File: src/hdl/lgps_pkg.sv
`timescale 1ns / 1ps
// ----------------------------------------------------------------------------
// lgps_pkg
// Shared widths, register indexes and reset values of the gait phase scheduler.
// ----------------------------------------------------------------------------
package lgps_pkg;

  localparam int TICK_W     = 32;
  localparam int SEGCNT_W   = 5;
  localparam int TPS_W      = 8;
  localparam int OFFS_W     = 16;
  localparam int DURS_W     = 20;
  localparam int OFF_W      = 4;
  localparam int DUR_W      = 5;
  localparam int DT_W       = DUR_W + TPS_W;
  localparam int NUM_LEGS   = 4;
  localparam int PROG_W     = 16;
  localparam int ROW_W      = 4;
  localparam int CFG_IDX_W  = 3;
  localparam int CFG_DATA_W = 20;

  localparam int TPS_MAX = (1 << TPS_W) - 1;

  localparam int MAX_SEGMENTS_DEF  = 16;
  localparam int FRACTION_BITS_DEF = 16;

  // phase above 19/20 of the period flags the cycle end
  localparam int NEAR_NUM = 19;
  localparam int NEAR_DEN = 20;

  localparam logic [SEGCNT_W-1:0] SEGCNT_RST = 5'd10;
  localparam logic [TPS_W-1:0]    TPS_RST    = 8'd1;
  localparam logic [OFFS_W-1:0]   OFFS_RST   = 16'd0;
  localparam logic [DURS_W-1:0]   DURS_RST   = 20'd169125;

  typedef enum logic [CFG_IDX_W-1:0] {
    CFG_SEGMENT_COUNT     = 3'd0,
    CFG_TICKS_PER_SEGMENT = 3'd1,
    CFG_LEG_OFFSETS       = 3'd2,
    CFG_LEG_DURATIONS     = 3'd3
  } cfg_idx_t;

endpackage

File: src/hdl/lgps_in_if.sv
`timescale 1ns / 1ps
// ----------------------------------------------------------------------------
// lgps_in_if
// Input item channel: one control-tick count per item.
// ----------------------------------------------------------------------------
interface lgps_in_if;
  logic                       valid;
  logic                       ready;
  logic [lgps_pkg::TICK_W-1:0] tick_count;

  modport source (output valid, output tick_count, input ready);
  modport sink   (input valid, input tick_count, output ready);
endinterface

File: src/hdl/lgps_out_if.sv
`timescale 1ns / 1ps
// ----------------------------------------------------------------------------
// lgps_out_if
// Result item channel: leg progress, cycle end flag and one horizon row.
// ----------------------------------------------------------------------------
interface lgps_out_if;
  logic                        valid;
  logic                        ready;
  logic [lgps_pkg::PROG_W-1:0] contact_progress_0;
  logic [lgps_pkg::PROG_W-1:0] contact_progress_1;
  logic [lgps_pkg::PROG_W-1:0] contact_progress_2;
  logic [lgps_pkg::PROG_W-1:0] contact_progress_3;
  logic [lgps_pkg::PROG_W-1:0] swing_progress_0;
  logic [lgps_pkg::PROG_W-1:0] swing_progress_1;
  logic [lgps_pkg::PROG_W-1:0] swing_progress_2;
  logic [lgps_pkg::PROG_W-1:0] swing_progress_3;
  logic                        near_cycle_end;
  logic [lgps_pkg::ROW_W-1:0]  horizon_stance_row;
  logic                        last_row;

  modport source (
    output valid, input ready,
    output contact_progress_0, output contact_progress_1,
    output contact_progress_2, output contact_progress_3,
    output swing_progress_0, output swing_progress_1,
    output swing_progress_2, output swing_progress_3,
    output near_cycle_end, output horizon_stance_row, output last_row
  );
  modport sink (
    input valid, output ready,
    input contact_progress_0, input contact_progress_1,
    input contact_progress_2, input contact_progress_3,
    input swing_progress_0, input swing_progress_1,
    input swing_progress_2, input swing_progress_3,
    input near_cycle_end, input horizon_stance_row, input last_row
  );
endinterface

File: src/hdl/lgps_cfg_if.sv
`timescale 1ns / 1ps
// ----------------------------------------------------------------------------
// lgps_cfg_if
// Configuration write channel: register index and write data.
// ----------------------------------------------------------------------------
interface lgps_cfg_if;
  logic                            valid;
  logic                            ready;
  logic [lgps_pkg::CFG_IDX_W-1:0]  index;
  logic [lgps_pkg::CFG_DATA_W-1:0] data;

  modport source (output valid, output index, output data, input ready);
  modport sink   (input valid, input index, input data, output ready);
endinterface

File: src/hdl/legged_gait_phase_scheduler.sv
`timescale 1ns / 1ps
// ----------------------------------------------------------------------------
// legged_gait_phase_scheduler
// Offset/duration gait scheduler: leg progress fractions and horizon rows.
// ----------------------------------------------------------------------------
// Usage:
//   in_bus carries one control-tick count per item. cfg_bus, always ready,
//   writes segment count, ticks per segment, leg offsets and leg durations by
//   index; the user must write it only while idle, which is not enforced.
//   For every item the block emits one result item per gait segment on
//   out_bus; all rows of an item repeat the leg progress fields and the cycle
//   end flag, and the final row carries last_row.
//   All divisions run through one shared bit-serial divider: 32 steps for
//   the phase, one step per phase bit for the segment, 4 steps per leg offset
//   and FRACTION_BITS steps per progress fraction, all before the first row.
//   Rows then leave one per cycle while out_bus is ready.
//   in_bus is ready only between items; a result waiting in the output
//   register does not block the next item from being taken.
//   A stalled receiver holds the current row and pauses the row sequencer.
//   Synchronous reset restores the register defaults and empties the block.
// ----------------------------------------------------------------------------
module legged_gait_phase_scheduler #(
  parameter int MAX_SEGMENTS  = lgps_pkg::MAX_SEGMENTS_DEF,
  parameter int FRACTION_BITS = lgps_pkg::FRACTION_BITS_DEF
) (
  input logic        clk,
  input logic        rst_n,
  lgps_in_if.sink    in_bus,
  lgps_out_if.source out_bus,
  lgps_cfg_if.sink   cfg_bus
);

  localparam int NL  = lgps_pkg::NUM_LEGS;
  localparam int SW  = $clog2(MAX_SEGMENTS + 1);
  localparam int PW  = $clog2(MAX_SEGMENTS * lgps_pkg::TPS_MAX + 1);
  localparam int DW  = (PW > lgps_pkg::DT_W) ? PW : lgps_pkg::DT_W;
  localparam int WW  = DW + 2;
  localparam int QW  = (FRACTION_BITS > PW) ? FRACTION_BITS : PW;
  localparam int NW  = lgps_pkg::TICK_W;
  localparam int STW = $clog2(NW + 1);
  localparam int XW  = (SW > lgps_pkg::SEGCNT_W) ? SW : lgps_pkg::SEGCNT_W;
  localparam int RW  = ((SW > lgps_pkg::DUR_W) ? SW : lgps_pkg::DUR_W) + 1;
  localparam int EW  = PW + 5;
  localparam int FW  = FRACTION_BITS + lgps_pkg::PROG_W;

  typedef enum logic [10:0] {
    ST_IDLE   = 11'b00000000001,
    ST_PER    = 11'b00000000010,
    ST_DIVP   = 11'b00000000100,
    ST_DIVSEG = 11'b00000001000,
    ST_DIVOFF = 11'b00000010000,
    ST_MULO   = 11'b00000100000,
    ST_MULD   = 11'b00001000000,
    ST_CALC   = 11'b00010000000,
    ST_DIVC   = 11'b00100000000,
    ST_DIVS   = 11'b01000000000,
    ST_ROWS   = 11'b10000000000
  } state_t;

  // configuration registers
  logic [lgps_pkg::SEGCNT_W-1:0] seg_cnt_r;
  logic [lgps_pkg::TPS_W-1:0]    tps_r;
  logic [lgps_pkg::OFFS_W-1:0]   offs_r;
  logic [lgps_pkg::DURS_W-1:0]   durs_r;

  state_t                     state_r;
  logic                       wait_r;
  logic [NW-1:0]              tick_r;
  logic [SW-1:0]              s_r;
  logic [lgps_pkg::TPS_W-1:0] t_r;
  logic [PW-1:0]              per_r;
  logic [PW-1:0]              p_r;
  logic [SW-1:0]              seg_r;
  logic                       end_r;
  logic [SW-1:0]              off_r [NL];
  logic [1:0]                 leg_r;
  logic [PW-1:0]              ot_r;
  logic [lgps_pkg::DT_W-1:0]  dt_r;
  logic signed [WW-1:0]       ec_r;
  logic signed [WW-1:0]       so_r;
  logic signed [WW-1:0]       sd_r;
  logic signed [WW-1:0]       es_r;
  logic [lgps_pkg::PROG_W-1:0] cp_r [NL];
  logic [lgps_pkg::PROG_W-1:0] sp_r [NL];
  logic [SW-1:0]              it_r;
  logic [SW-1:0]              k_r;

  logic                        out_valid_r;
  logic [lgps_pkg::PROG_W-1:0] out_cp_r [NL];
  logic [lgps_pkg::PROG_W-1:0] out_sp_r [NL];
  logic                        out_end_r;
  logic [lgps_pkg::ROW_W-1:0]  out_row_r;
  logic                        out_last_r;

  // divider hookup
  logic           div_start;
  logic [DW-1:0]  div_rem_in;
  logic [NW-1:0]  div_num;
  logic [DW-1:0]  div_den;
  logic [STW-1:0] div_steps;
  logic           div_done;
  logic [QW-1:0]  div_q;
  logic [DW-1:0]  div_rem;

  lgps_div #(
    .NW  (NW),
    .DW  (DW),
    .QW  (QW),
    .STW (STW)
  ) u_div (
    .clk      (clk),
    .rst_n    (rst_n),
    .start    (div_start),
    .rem_init (div_rem_in),
    .num      (div_num),
    .den      (div_den),
    .steps    (div_steps),
    .done     (div_done),
    .quot     (div_q),
    .rem      (div_rem)
  );

  // input acceptance
  logic                       in_take;
  logic [SW-1:0]              s_nxt;
  logic [lgps_pkg::TPS_W-1:0] t_nxt;

  assign in_bus.ready  = (state_r == ST_IDLE);
  assign in_take       = in_bus.valid && in_bus.ready;
  assign cfg_bus.ready = 1'b1;

  always_comb begin
    if (seg_cnt_r == '0) begin
      s_nxt = SW'(1);
    end else if (XW'(seg_cnt_r) > XW'(MAX_SEGMENTS)) begin
      s_nxt = SW'(MAX_SEGMENTS);
    end else begin
      s_nxt = SW'(seg_cnt_r);
    end
    t_nxt = (tps_r == '0) ? lgps_pkg::TPS_W'(1) : tps_r;
  end

  // per-leg fields
  logic [lgps_pkg::OFF_W-1:0] raw_off;
  logic [lgps_pkg::DUR_W-1:0] dur_cur;

  assign raw_off = offs_r[leg_r * lgps_pkg::OFF_W +: lgps_pkg::OFF_W];
  assign dur_cur = durs_r[leg_r * lgps_pkg::DUR_W +: lgps_pkg::DUR_W];

  // window arithmetic
  logic signed [WW-1:0] p_s, per_s, ot_s, dt_s;
  logic signed [WW-1:0] ec_d, ec_nxt, so_sum, so_nxt, sd_nxt, es_d, es_nxt;
  logic                 c_ok, c_full, s_ok, s_full;
  logic [EW-1:0]        near_lhs, near_rhs;

  always_comb begin
    p_s    = $signed(WW'(p_r));
    per_s  = $signed(WW'(per_r));
    ot_s   = $signed(WW'(ot_r));
    dt_s   = $signed(WW'(dt_r));
    ec_d   = p_s - ot_s;
    ec_nxt = (ec_d < 0) ? ec_d + per_s : ec_d;
    so_sum = ot_s + dt_s;
    so_nxt = (so_sum > per_s) ? so_sum - per_s : so_sum;
    sd_nxt = per_s - dt_s;
    es_d   = p_s - so_r;
    es_nxt = (es_d < 0) ? es_d + per_s : es_d;
    c_ok   = (dt_r != '0) && (ec_r <= dt_s);
    c_full = (ec_r == dt_s);
    s_ok   = (sd_r > 0) && (es_r >= 0) && (es_r <= sd_r);
    s_full = (es_r == sd_r);
    near_lhs = EW'(p_r) * EW'(lgps_pkg::NEAR_DEN);
    near_rhs = EW'(per_r) * EW'(lgps_pkg::NEAR_NUM);
  end

  // fraction formatting
  logic [FW-1:0]               q_ext, top_ext;
  logic [lgps_pkg::PROG_W-1:0] frac_val, frac_top;

  always_comb begin
    q_ext    = {{lgps_pkg::PROG_W{1'b0}}, div_q[FRACTION_BITS-1:0]};
    top_ext  = {{lgps_pkg::PROG_W{1'b0}}, {FRACTION_BITS{1'b1}}};
    frac_val = q_ext[lgps_pkg::PROG_W-1:0];
    frac_top = top_ext[lgps_pkg::PROG_W-1:0];
  end

  // divider operand select
  always_comb begin
    div_start  = 1'b0;
    div_rem_in = '0;
    div_num    = '0;
    div_den    = DW'(1);
    div_steps  = STW'(1);
    unique case (state_r)
      ST_DIVP: begin
        div_start = !wait_r;
        div_num   = tick_r;
        div_den   = DW'(per_r);
        div_steps = STW'(NW);
      end
      ST_DIVSEG: begin
        div_start = !wait_r;
        div_num   = {p_r, {(NW - PW){1'b0}}};
        div_den   = DW'(t_r);
        div_steps = STW'(PW);
      end
      ST_DIVOFF: begin
        div_start = !wait_r;
        div_num   = {raw_off, {(NW - lgps_pkg::OFF_W){1'b0}}};
        div_den   = DW'(s_r);
        div_steps = STW'(lgps_pkg::OFF_W);
      end
      ST_DIVC: begin
        div_start  = !wait_r && c_ok && !c_full;
        div_rem_in = ec_r[DW-1:0];
        div_den    = dt_s[DW-1:0];
        div_steps  = STW'(FRACTION_BITS);
      end
      ST_DIVS: begin
        div_start  = !wait_r && s_ok && !s_full;
        div_rem_in = es_r[DW-1:0];
        div_den    = sd_r[DW-1:0];
        div_steps  = STW'(FRACTION_BITS);
      end
      default: begin
        div_start = 1'b0;
      end
    endcase
  end

  // horizon row
  logic [lgps_pkg::ROW_W-1:0] row_bits;
  logic signed [RW-1:0]       row_d [NL];
  logic                       row_load;
  logic                       row_last;
  logic [SW-1:0]              it_inc;
  logic [SW-1:0]              seg_inc;

  always_comb begin
    for (int j = 0; j < NL; j++) begin
      row_d[j] = $signed(RW'(it_r)) - $signed(RW'(off_r[j]));
      if (row_d[j] < 0) begin
        row_d[j] = row_d[j] + $signed(RW'(s_r));
      end
      row_bits[j] = row_d[j] <
                    $signed(RW'(durs_r[j * lgps_pkg::DUR_W +: lgps_pkg::DUR_W]));
    end
    row_load = (state_r == ST_ROWS) && (!out_valid_r || out_bus.ready);
    row_last = (k_r == s_r - SW'(1));
    it_inc   = (it_r + SW'(1) == s_r) ? '0 : it_r + SW'(1);
    seg_inc  = (seg_r + SW'(1) == s_r) ? '0 : seg_r + SW'(1);
  end

  // configuration writes
  always_ff @(posedge clk) begin
    if (!rst_n) begin
      seg_cnt_r <= lgps_pkg::SEGCNT_RST;
      tps_r     <= lgps_pkg::TPS_RST;
      offs_r    <= lgps_pkg::OFFS_RST;
      durs_r    <= lgps_pkg::DURS_RST;
    end else if (cfg_bus.valid && cfg_bus.ready) begin
      unique case (cfg_bus.index)
        lgps_pkg::CFG_SEGMENT_COUNT: begin
          seg_cnt_r <= cfg_bus.data[lgps_pkg::SEGCNT_W-1:0];
        end
        lgps_pkg::CFG_TICKS_PER_SEGMENT: begin
          tps_r <= cfg_bus.data[lgps_pkg::TPS_W-1:0];
        end
        lgps_pkg::CFG_LEG_OFFSETS: begin
          offs_r <= cfg_bus.data[lgps_pkg::OFFS_W-1:0];
        end
        lgps_pkg::CFG_LEG_DURATIONS: begin
          durs_r <= cfg_bus.data[lgps_pkg::DURS_W-1:0];
        end
        default: begin
        end
      endcase
    end
  end

  // sequencer control
  always_ff @(posedge clk) begin
    if (!rst_n) begin
      state_r <= ST_IDLE;
      wait_r  <= 1'b0;
      leg_r   <= '0;
      k_r     <= '0;
    end else begin
      unique case (state_r)
        ST_IDLE: begin
          if (in_take) begin
            state_r <= ST_PER;
          end
        end
        ST_PER: begin
          state_r <= ST_DIVP;
        end
        ST_DIVP: begin
          if (!wait_r) begin
            wait_r <= 1'b1;
          end else if (div_done) begin
            wait_r  <= 1'b0;
            state_r <= ST_DIVSEG;
          end
        end
        ST_DIVSEG: begin
          if (!wait_r) begin
            wait_r <= 1'b1;
          end else if (div_done) begin
            wait_r  <= 1'b0;
            leg_r   <= '0;
            state_r <= ST_DIVOFF;
          end
        end
        ST_DIVOFF: begin
          if (!wait_r) begin
            wait_r <= 1'b1;
          end else if (div_done) begin
            wait_r <= 1'b0;
            leg_r  <= leg_r + 2'd1;
            if (leg_r == 2'(NL - 1)) begin
              state_r <= ST_MULO;
            end
          end
        end
        ST_MULO: begin
          state_r <= ST_MULD;
        end
        ST_MULD: begin
          state_r <= ST_CALC;
        end
        ST_CALC: begin
          state_r <= ST_DIVC;
        end
        ST_DIVC: begin
          if (!wait_r) begin
            if (c_ok && !c_full) begin
              wait_r <= 1'b1;
            end else begin
              state_r <= ST_DIVS;
            end
          end else if (div_done) begin
            wait_r  <= 1'b0;
            state_r <= ST_DIVS;
          end
        end
        ST_DIVS: begin
          if (!wait_r && !(s_ok && !s_full)) begin
            leg_r   <= leg_r + 2'd1;
            state_r <= (leg_r == 2'(NL - 1)) ? ST_ROWS : ST_MULO;
            k_r     <= '0;
          end else if (!wait_r) begin
            wait_r <= 1'b1;
          end else if (div_done) begin
            wait_r  <= 1'b0;
            leg_r   <= leg_r + 2'd1;
            state_r <= (leg_r == 2'(NL - 1)) ? ST_ROWS : ST_MULO;
            k_r     <= '0;
          end
        end
        ST_ROWS: begin
          if (row_load) begin
            k_r <= k_r + SW'(1);
            if (row_last) begin
              state_r <= ST_IDLE;
            end
          end
        end
        default: begin
          state_r <= ST_IDLE;
        end
      endcase
    end
  end

  // sequencer datapath
  always_ff @(posedge clk) begin
    if (in_take) begin
      tick_r <= in_bus.tick_count;
      s_r    <= s_nxt;
      t_r    <= t_nxt;
    end
    if (state_r == ST_PER) begin
      per_r <= PW'(s_r * t_r);
    end
    if (state_r == ST_DIVP && wait_r && div_done) begin
      p_r <= div_rem[PW-1:0];
    end
    if (state_r == ST_DIVSEG) begin
      end_r <= near_lhs > near_rhs;
      if (wait_r && div_done) begin
        seg_r <= div_q[SW-1:0];
      end
    end
    if (state_r == ST_DIVOFF && wait_r && div_done) begin
      off_r[leg_r] <= div_rem[SW-1:0];
    end
    if (state_r == ST_MULO) begin
      ot_r <= PW'(off_r[leg_r] * t_r);
    end
    if (state_r == ST_MULD) begin
      dt_r <= lgps_pkg::DT_W'(dur_cur * t_r);
    end
    if (state_r == ST_CALC) begin
      ec_r <= ec_nxt;
      so_r <= so_nxt;
      sd_r <= sd_nxt;
    end
    if (state_r == ST_DIVC) begin
      es_r <= es_nxt;
      if (!wait_r && !c_ok) begin
        cp_r[leg_r] <= '0;
      end else if (!wait_r && c_full) begin
        cp_r[leg_r] <= frac_top;
      end else if (wait_r && div_done) begin
        cp_r[leg_r] <= frac_val;
      end
    end
    if (state_r == ST_DIVS) begin
      if (!wait_r && !s_ok) begin
        sp_r[leg_r] <= '0;
      end else if (!wait_r && s_full) begin
        sp_r[leg_r] <= frac_top;
      end else if (wait_r && div_done) begin
        sp_r[leg_r] <= frac_val;
      end
      it_r <= seg_inc;
    end
    if (row_load) begin
      it_r <= it_inc;
    end
  end

  // output register
  always_ff @(posedge clk) begin
    if (!rst_n) begin
      out_valid_r <= 1'b0;
    end else if (row_load) begin
      out_valid_r <= 1'b1;
    end else if (out_bus.ready) begin
      out_valid_r <= 1'b0;
    end
  end

  always_ff @(posedge clk) begin
    if (row_load) begin
      out_cp_r   <= cp_r;
      out_sp_r   <= sp_r;
      out_end_r  <= end_r;
      out_row_r  <= row_bits;
      out_last_r <= row_last;
    end
  end

  assign out_bus.valid              = out_valid_r;
  assign out_bus.contact_progress_0 = out_cp_r[0];
  assign out_bus.contact_progress_1 = out_cp_r[1];
  assign out_bus.contact_progress_2 = out_cp_r[2];
  assign out_bus.contact_progress_3 = out_cp_r[3];
  assign out_bus.swing_progress_0   = out_sp_r[0];
  assign out_bus.swing_progress_1   = out_sp_r[1];
  assign out_bus.swing_progress_2   = out_sp_r[2];
  assign out_bus.swing_progress_3   = out_sp_r[3];
  assign out_bus.near_cycle_end     = out_end_r;
  assign out_bus.horizon_stance_row = out_row_r;
  assign out_bus.last_row           = out_last_r;

endmodule

File: src/hdl/lgps_div.sv
`timescale 1ns / 1ps
// ----------------------------------------------------------------------------
// lgps_div
// Shared restoring divider, one quotient bit per cycle, preset remainder and
// variable step count.
// ----------------------------------------------------------------------------
module lgps_div #(
  parameter int NW  = 32,
  parameter int DW  = 14,
  parameter int QW  = 16,
  parameter int STW = 6
) (
  input  logic          clk,
  input  logic          rst_n,
  input  logic          start,
  input  logic [DW-1:0] rem_init,
  input  logic [NW-1:0] num,
  input  logic [DW-1:0] den,
  input  logic [STW-1:0] steps,
  output logic          done,
  output logic [QW-1:0] quot,
  output logic [DW-1:0] rem
);

  logic           busy_r;
  logic           done_r;
  logic [STW-1:0] cnt_r;
  logic [DW-1:0]  r_r;
  logic [NW-1:0]  n_r;
  logic [QW-1:0]  q_r;

  logic [DW:0] r2;
  logic [DW:0] diff;
  logic        ge;

  always_comb begin
    r2   = {r_r, n_r[NW-1]};
    ge   = r2 >= {1'b0, den};
    diff = r2 - {1'b0, den};
  end

  always_ff @(posedge clk) begin
    if (!rst_n) begin
      busy_r <= 1'b0;
      done_r <= 1'b0;
      cnt_r  <= '0;
    end else if (start) begin
      busy_r <= 1'b1;
      done_r <= 1'b0;
      cnt_r  <= steps;
    end else if (busy_r) begin
      cnt_r <= cnt_r - STW'(1);
      if (cnt_r == STW'(1)) begin
        busy_r <= 1'b0;
        done_r <= 1'b1;
      end
    end else begin
      done_r <= 1'b0;
    end
  end

  always_ff @(posedge clk) begin
    if (start) begin
      r_r <= rem_init;
      n_r <= num;
      q_r <= '0;
    end else if (busy_r) begin
      r_r <= ge ? diff[DW-1:0] : r2[DW-1:0];
      n_r <= {n_r[NW-2:0], 1'b0};
      q_r <= {q_r[QW-2:0], ge};
    end
  end

  assign done = done_r;
  assign quot = q_r;
  assign rem  = r_r;

endmodule
File: src/flat_wrapper.sv
// flat-port wrapper written by rule: the top's interface ports become plain ports
module legged_gait_phase_scheduler_flat 
#(
  parameter int MAX_SEGMENTS  = lgps_pkg::MAX_SEGMENTS_DEF,
  parameter int FRACTION_BITS = lgps_pkg::FRACTION_BITS_DEF
)
  (clk, rst_n, in_bus_valid, in_bus_tick_count, in_bus_ready, out_bus_valid, out_bus_ready, out_bus_contact_progress_0, out_bus_contact_progress_1, out_bus_contact_progress_2, out_bus_contact_progress_3, out_bus_swing_progress_0, out_bus_swing_progress_1, out_bus_swing_progress_2, out_bus_swing_progress_3, out_bus_near_cycle_end, out_bus_horizon_stance_row, out_bus_last_row, cfg_bus_valid, cfg_bus_index, cfg_bus_data, cfg_bus_ready);
  lgps_in_if in_bus_i ();
  lgps_out_if out_bus_i ();
  lgps_cfg_if cfg_bus_i ();
  input logic clk;
  input logic rst_n;
  input wire logic [$bits(in_bus_i.valid)-1:0] in_bus_valid;
  input wire logic [$bits(in_bus_i.tick_count)-1:0] in_bus_tick_count;
  output wire logic [$bits(in_bus_i.ready)-1:0] in_bus_ready;
  output wire logic [$bits(out_bus_i.valid)-1:0] out_bus_valid;
  input wire logic [$bits(out_bus_i.ready)-1:0] out_bus_ready;
  output wire logic [$bits(out_bus_i.contact_progress_0)-1:0] out_bus_contact_progress_0;
  output wire logic [$bits(out_bus_i.contact_progress_1)-1:0] out_bus_contact_progress_1;
  output wire logic [$bits(out_bus_i.contact_progress_2)-1:0] out_bus_contact_progress_2;
  output wire logic [$bits(out_bus_i.contact_progress_3)-1:0] out_bus_contact_progress_3;
  output wire logic [$bits(out_bus_i.swing_progress_0)-1:0] out_bus_swing_progress_0;
  output wire logic [$bits(out_bus_i.swing_progress_1)-1:0] out_bus_swing_progress_1;
  output wire logic [$bits(out_bus_i.swing_progress_2)-1:0] out_bus_swing_progress_2;
  output wire logic [$bits(out_bus_i.swing_progress_3)-1:0] out_bus_swing_progress_3;
  output wire logic [$bits(out_bus_i.near_cycle_end)-1:0] out_bus_near_cycle_end;
  output wire logic [$bits(out_bus_i.horizon_stance_row)-1:0] out_bus_horizon_stance_row;
  output wire logic [$bits(out_bus_i.last_row)-1:0] out_bus_last_row;
  input wire logic [$bits(cfg_bus_i.valid)-1:0] cfg_bus_valid;
  input wire logic [$bits(cfg_bus_i.index)-1:0] cfg_bus_index;
  input wire logic [$bits(cfg_bus_i.data)-1:0] cfg_bus_data;
  output wire logic [$bits(cfg_bus_i.ready)-1:0] cfg_bus_ready;
  assign in_bus_i.valid = in_bus_valid;
  assign in_bus_i.tick_count = in_bus_tick_count;
  assign in_bus_ready = in_bus_i.ready;
  assign out_bus_valid = out_bus_i.valid;
  assign out_bus_i.ready = out_bus_ready;
  assign out_bus_contact_progress_0 = out_bus_i.contact_progress_0;
  assign out_bus_contact_progress_1 = out_bus_i.contact_progress_1;
  assign out_bus_contact_progress_2 = out_bus_i.contact_progress_2;
  assign out_bus_contact_progress_3 = out_bus_i.contact_progress_3;
  assign out_bus_swing_progress_0 = out_bus_i.swing_progress_0;
  assign out_bus_swing_progress_1 = out_bus_i.swing_progress_1;
  assign out_bus_swing_progress_2 = out_bus_i.swing_progress_2;
  assign out_bus_swing_progress_3 = out_bus_i.swing_progress_3;
  assign out_bus_near_cycle_end = out_bus_i.near_cycle_end;
  assign out_bus_horizon_stance_row = out_bus_i.horizon_stance_row;
  assign out_bus_last_row = out_bus_i.last_row;
  assign cfg_bus_i.valid = cfg_bus_valid;
  assign cfg_bus_i.index = cfg_bus_index;
  assign cfg_bus_i.data = cfg_bus_data;
  assign cfg_bus_ready = cfg_bus_i.ready;
  legged_gait_phase_scheduler #(.MAX_SEGMENTS(MAX_SEGMENTS), .FRACTION_BITS(FRACTION_BITS)) u_core (.clk(clk), .rst_n(rst_n), .in_bus(in_bus_i), .out_bus(out_bus_i), .cfg_bus(cfg_bus_i));
endmodule
File: config.mk
export PLATFORM = sky130hd
export DESIGN_NAME = legged_gait_phase_scheduler_flat
export DESIGN_NICKNAME = d
export VERILOG_FILES = /design/src/hdl/lgps_pkg.sv /design/src/hdl/lgps_in_if.sv /design/src/hdl/lgps_out_if.sv /design/src/hdl/lgps_cfg_if.sv /design/src/hdl/legged_gait_phase_scheduler.sv /design/src/hdl/lgps_div.sv /design/src/flat_wrapper.sv
export SDC_FILE = /design/constraint.sdc
export NUM_CORES = 2
export LEC_CHECK = 0
export BUFFER_PORTS_ARGS = -buffer_cell sky130_fd_sc_hd__buf_2
export CAP_MARGIN = 20
export CORE_ASPECT_RATIO = 0.75
export CORE_UTILIZATION = 62
export DETAILED_ROUTE_END_ITERATION = 7
export GPL_TIMING_DRIVEN = 0
export PLACE_DENSITY = 0.81
export SLEW_MARGIN = 5
export SYNTH_ARGS = -nofsm -noshare
export SYNTH_HDL_FRONTEND = slang
export SYNTH_SLANG_ARGS = --single-unit
File: constraint.sdc
create_clock -name clk -period 7.36 [get_ports clk]
set_clock_uncertainty 0.05 [all_clocks]
set_input_delay 1.104 -clock clk [delete_from_list [all_inputs] [get_ports clk]]
set_output_delay 1.104 -clock clk [all_outputs]
set_load 0.01 [all_outputs]
==> reports/qor.csv <==
stage,metric,value,unit
floorplan,Initial Util,63.1,%
logic_synthesis,Gate Count Post-Synth,3293,
cts,CTS H-tree depth,2,
placed_design,dpl hpwl,72200,um
placed_design,# port buffers,194,
pwr,Pint,7.22,mW
logic_synthesis,sequential element share of the synthesized area,46.9,%
logic_synthesis,most frequent cell after synthesis,edfxtp_1,
timing,Highest Clock Rate,0.171,GHz
cts,CTS tree,built,
logic_synthesis,Post-synth EDFFs,490,
worst_setup_path,CP Class,flip-flop to flip-flop,
placed_design,Post-Place Cell Area,0.0376,mm^2
global_route,largest net degree at the start of global routing,87,
outcome,status,finished clean,
pwr,clock power share,29.1,%
cells_and_area,nets,4015,
logic_synthesis,Synth Flop Type,edfxtp_1,
floorplan,IO Pins,197,
worst_setup_path,Worst EP required,7.66,ns
global_route,Tot GR Track Use,32.9,%
detailed_routing,initial drt markers,3261,
global_route,initial antenna violation count,3,
pwr,leakage,16.1,nW
placed_design,Post-Place Cells,4233,
timing,fin worst setup slack,1.51,ns
cts,PostCTS Resize Cnt,0,
detailed_routing,DRC,0,
cts,Inserted Clock Buffers,54,
timing,setup TNS,0,ns
worst_setup_path,Crit Reg-Reg Startpoint,u_core.state_r[10],
worst_setup_path,Critical Path Sink Type,flip-flop,
logic_synthesis,Synth cell types,82,
cts,CTS root buf,clkbuf_16,
logic_synthesis,Yosys top cell area share,41.6,%
detailed_routing,routed wire length,97100,um
detailed_routing,via count,27186,
cts,worst-case clock buffer depth,3,
pwr,Flop pwr share,38.3,%
global_route,GRT overflow,0,
pwr,Combinational Power Share,32.6,%
floorplan,Die Area,0.0581,mm^2
timing,RSZ-0062 raised after global routing,false,
worst_setup_path,Reg2Reg Capture Point,u_core.u_div.rem[11],
logic_synthesis,Synth Net Count,3748,
logic_synthesis,Ys Warns,0,
cts,clock latency on the worst-skew pair,0.63,ns
min_path,cell count of the worst hold path,0,
worst_setup_path,"Arr. time, crit path",6.15,ns
cts,cts hold-fix bufs,0,
detailed_routing,drt wl/cell,22.4,um
timing,"Hold Vio Cnt, Final",0,
placed_design,gpl congestion,0.973,
logic_synthesis,Synth top cells by count,"490 x edfxtp_1, 403 x nand2_1, 318 x ha_1",
cells_and_area,storage element area,0.0166,mm^2
global_route,first-pass GRT wire length,147000,um
worst_setup_path,R2R setup slack,1.51,ns
floorplan,core area,0.0561,mm^2
detailed_routing,DR vias/cell,6.26,
cells_and_area,Area growth syn-to-layout,11.8,%
pwr,sw frac,32.7,%
logic_synthesis,Post-synth ARST share,0,%
pwr,pwr dens,271,mW/mm^2
pwr,net switching power of the design,3.50,mW
cells_and_area,layout cells sized above 1,10.9,%
cells_and_area,Final Cell Area,0.0396,mm^2
worst_setup_path,peak fanout along the critical path,10,
logic_synthesis,Post-Syn Area,0.0354,mm^2
worst_setup_path,Setup crit start kind,flip-flop,
floorplan,row count,75,
cts,Worst-path clk slew,0.07,ns
min_path,Min-Delay Path Class,flip-flop to flip-flop,
logic_synthesis,largest cells by area after synthesis,"edfxtp_1 42%, ha_1 11%, dfxtp_1 5.4%",
cts,post-CTS setup buffer count,0,
timing,final setup violation count,0,
floorplan,die height,209,um
logic_synthesis,Seq cells post-synth,585,
timing,slew margin rel.,27.5,%
timing,Worst Tran Pin Value,1.08,ns
logic_synthesis,Yosys top cell by area,edfxtp_1,
cts,clock sink count,585,
placed_design,Place WS,1.76,ns
cells_and_area,Finished Layout Cells,4341,
detailed_routing,ANT nets after route,0,
flow_run,Max Cap Viol,0,
worst_setup_path,worst r2r path cells,16,
timing,max-slew violation count,0,
worst_setup_path,Crit. Startpoint,u_core.state_r[10],
global_route,vias in the first global route,25769,
cells_and_area,fill count,3957,
logic_synthesis,syn_area_per_cell,10.7,um^2
detailed_routing,DR pass1 iterations,8,
cells_and_area,area of the multi-input gates,0.0173,mm^2
worst_setup_path,Setup crit end,u_core.u_div.rem[11],
floorplan,Die X,278,um
pwr,Peak VDD IR,0.255,mV
timing,fin crit share,79.4,%
timing,crit path time final,5.85,ns
==> layout make-up <==
type	instances	share of cell area, %
multi-input cells	2307	43.7
flip-flops and latches	585	42.0
clock buffers	67	3.81
repair buffers	211	3.04
inverters	275	2.62
well taps	731	2.31
plain buffers	126	1.33
clock inverters	33	1.18
diodes	6	0.0380
==> flip-flops by register name, indices dropped and copies added (netlist names), 20 cells and up, named ones only <==
| signal | cells |
|---|---|
| u_core.cp_r | 64 |
| u_core.sp_r | 64 |
| u_core.tick_r | 32 |
| u_core.u_div.n_r | 32 |
| u_core.durs_r | 20 |
| u_core.off_r | 20 |
==> how the worst min path moves through the flow <==
stage                    startpoint                              endpoint  slack, ns
floorplan              u_core.end_r         u_core.out_bus.near_cycle_end       0.35
global placement     u_core.cp_r[8]  u_core.out_bus.contact_progress_3[8]       0.38
detailed placement     u_core.end_r         u_core.out_bus.near_cycle_end       0.38
CTS                 u_core.sp_r[27]   u_core.out_bus.swing_progress_2[11]       0.38
global route        u_core.sp_r[18]    u_core.out_bus.swing_progress_2[2]       0.39
finish              u_core.sp_r[22]    u_core.out_bus.swing_progress_2[6]       0.38
==> layout by cell type (no fill, tap or decap), types with 34 or more instances in the layout <==
master / count
nand3_1: 51
fa_1: 77
a21oi_1: 303
nor2_1: 143
mux2i_1: 105
and2_1: 86
buf_2: 211
xnor2_1: 105
nor3_1: 45
clkbuf_1: 98
edfxtp_1: 490
o21ai_0: 133
dfxtp_1: 95
inv_1: 273
nand2_1: 403
xor2_1: 68
nor2b_1: 34
a21o_1: 52
ha_1: 318
clkbuf_16: 58
==> layer usage <==
metal  GRT usage [%]  up-vias  share of wire (%)
met2            48.9     1568                 43
met4            10.5        2                3.1
met1            47.7    13063                 42
met3            7.78      225                 12
li1                -    12328                  -
met5            1.24        -               0.11
==> worst max-delay path, stage by stage, from the launching register on <==
cell and delay [ns]:
dfxtp_1 0.40, nor4_4 0.58, nand3_1 0.18, nor3b_2 0.63, nor3_1 0.29, and3_1 0.29, nand4b_1 0.29, ha_1 0.28
fa_1 0.41, nand2b_1 0.19, a211oi_1 0.35, o41ai_1 0.17, a31o_2 0.26, a21oi_2 0.48, buf_2 0.39, mux2i_1 0.24
a21oi_1 0.08
==> through the flow <==
| stage | power [mW] | util (%) | hold slack (ns) |
|---|---|---|---|
| 5_1_grt | 11.3 | 70.5 | 0.394 |
| 6_report | 10.7 | 70.5 | 0.378 |
| 3_5_place_dp | 7.59 | 66.9 | 0.380 |
| 2_1_floorplan | 6.75 | - | 0.350 |
| 3_3_place_gp | 7.43 | 66.4 | 0.379 |
| 4_1_cts | 10.7 | 70.4 | 0.379 |
==> cell families (layout without fill, tap and decap cells) <==
logic type	Yosys count	after routing	synth area share [%]
and+or+nand+nor	891	891	11.8
other	1	7	0.0106
DFF	585	585	46.9
buffers and inverters	401	712	4.41
adders and majority gates	395	395	15.6
AOI/OAI and AO/OA	713	713	12.6
muxes	134	134	4.34
xor gates and xnor gates	173	173	4.28
==> power by group through the flow <==
stage                     registers (mW)  clock network [mW]  logic [mW]
after floorplan                     4.06                   0        2.69
after global placement              4.17                   0        3.26
after detailed placement            4.16                   0        3.42
after CTS                           4.10                3.11        3.47
after global routing                4.11                3.23        3.95
final                               4.11                3.12        3.49
No activity file was read; power rests on OpenSTA's default activity.
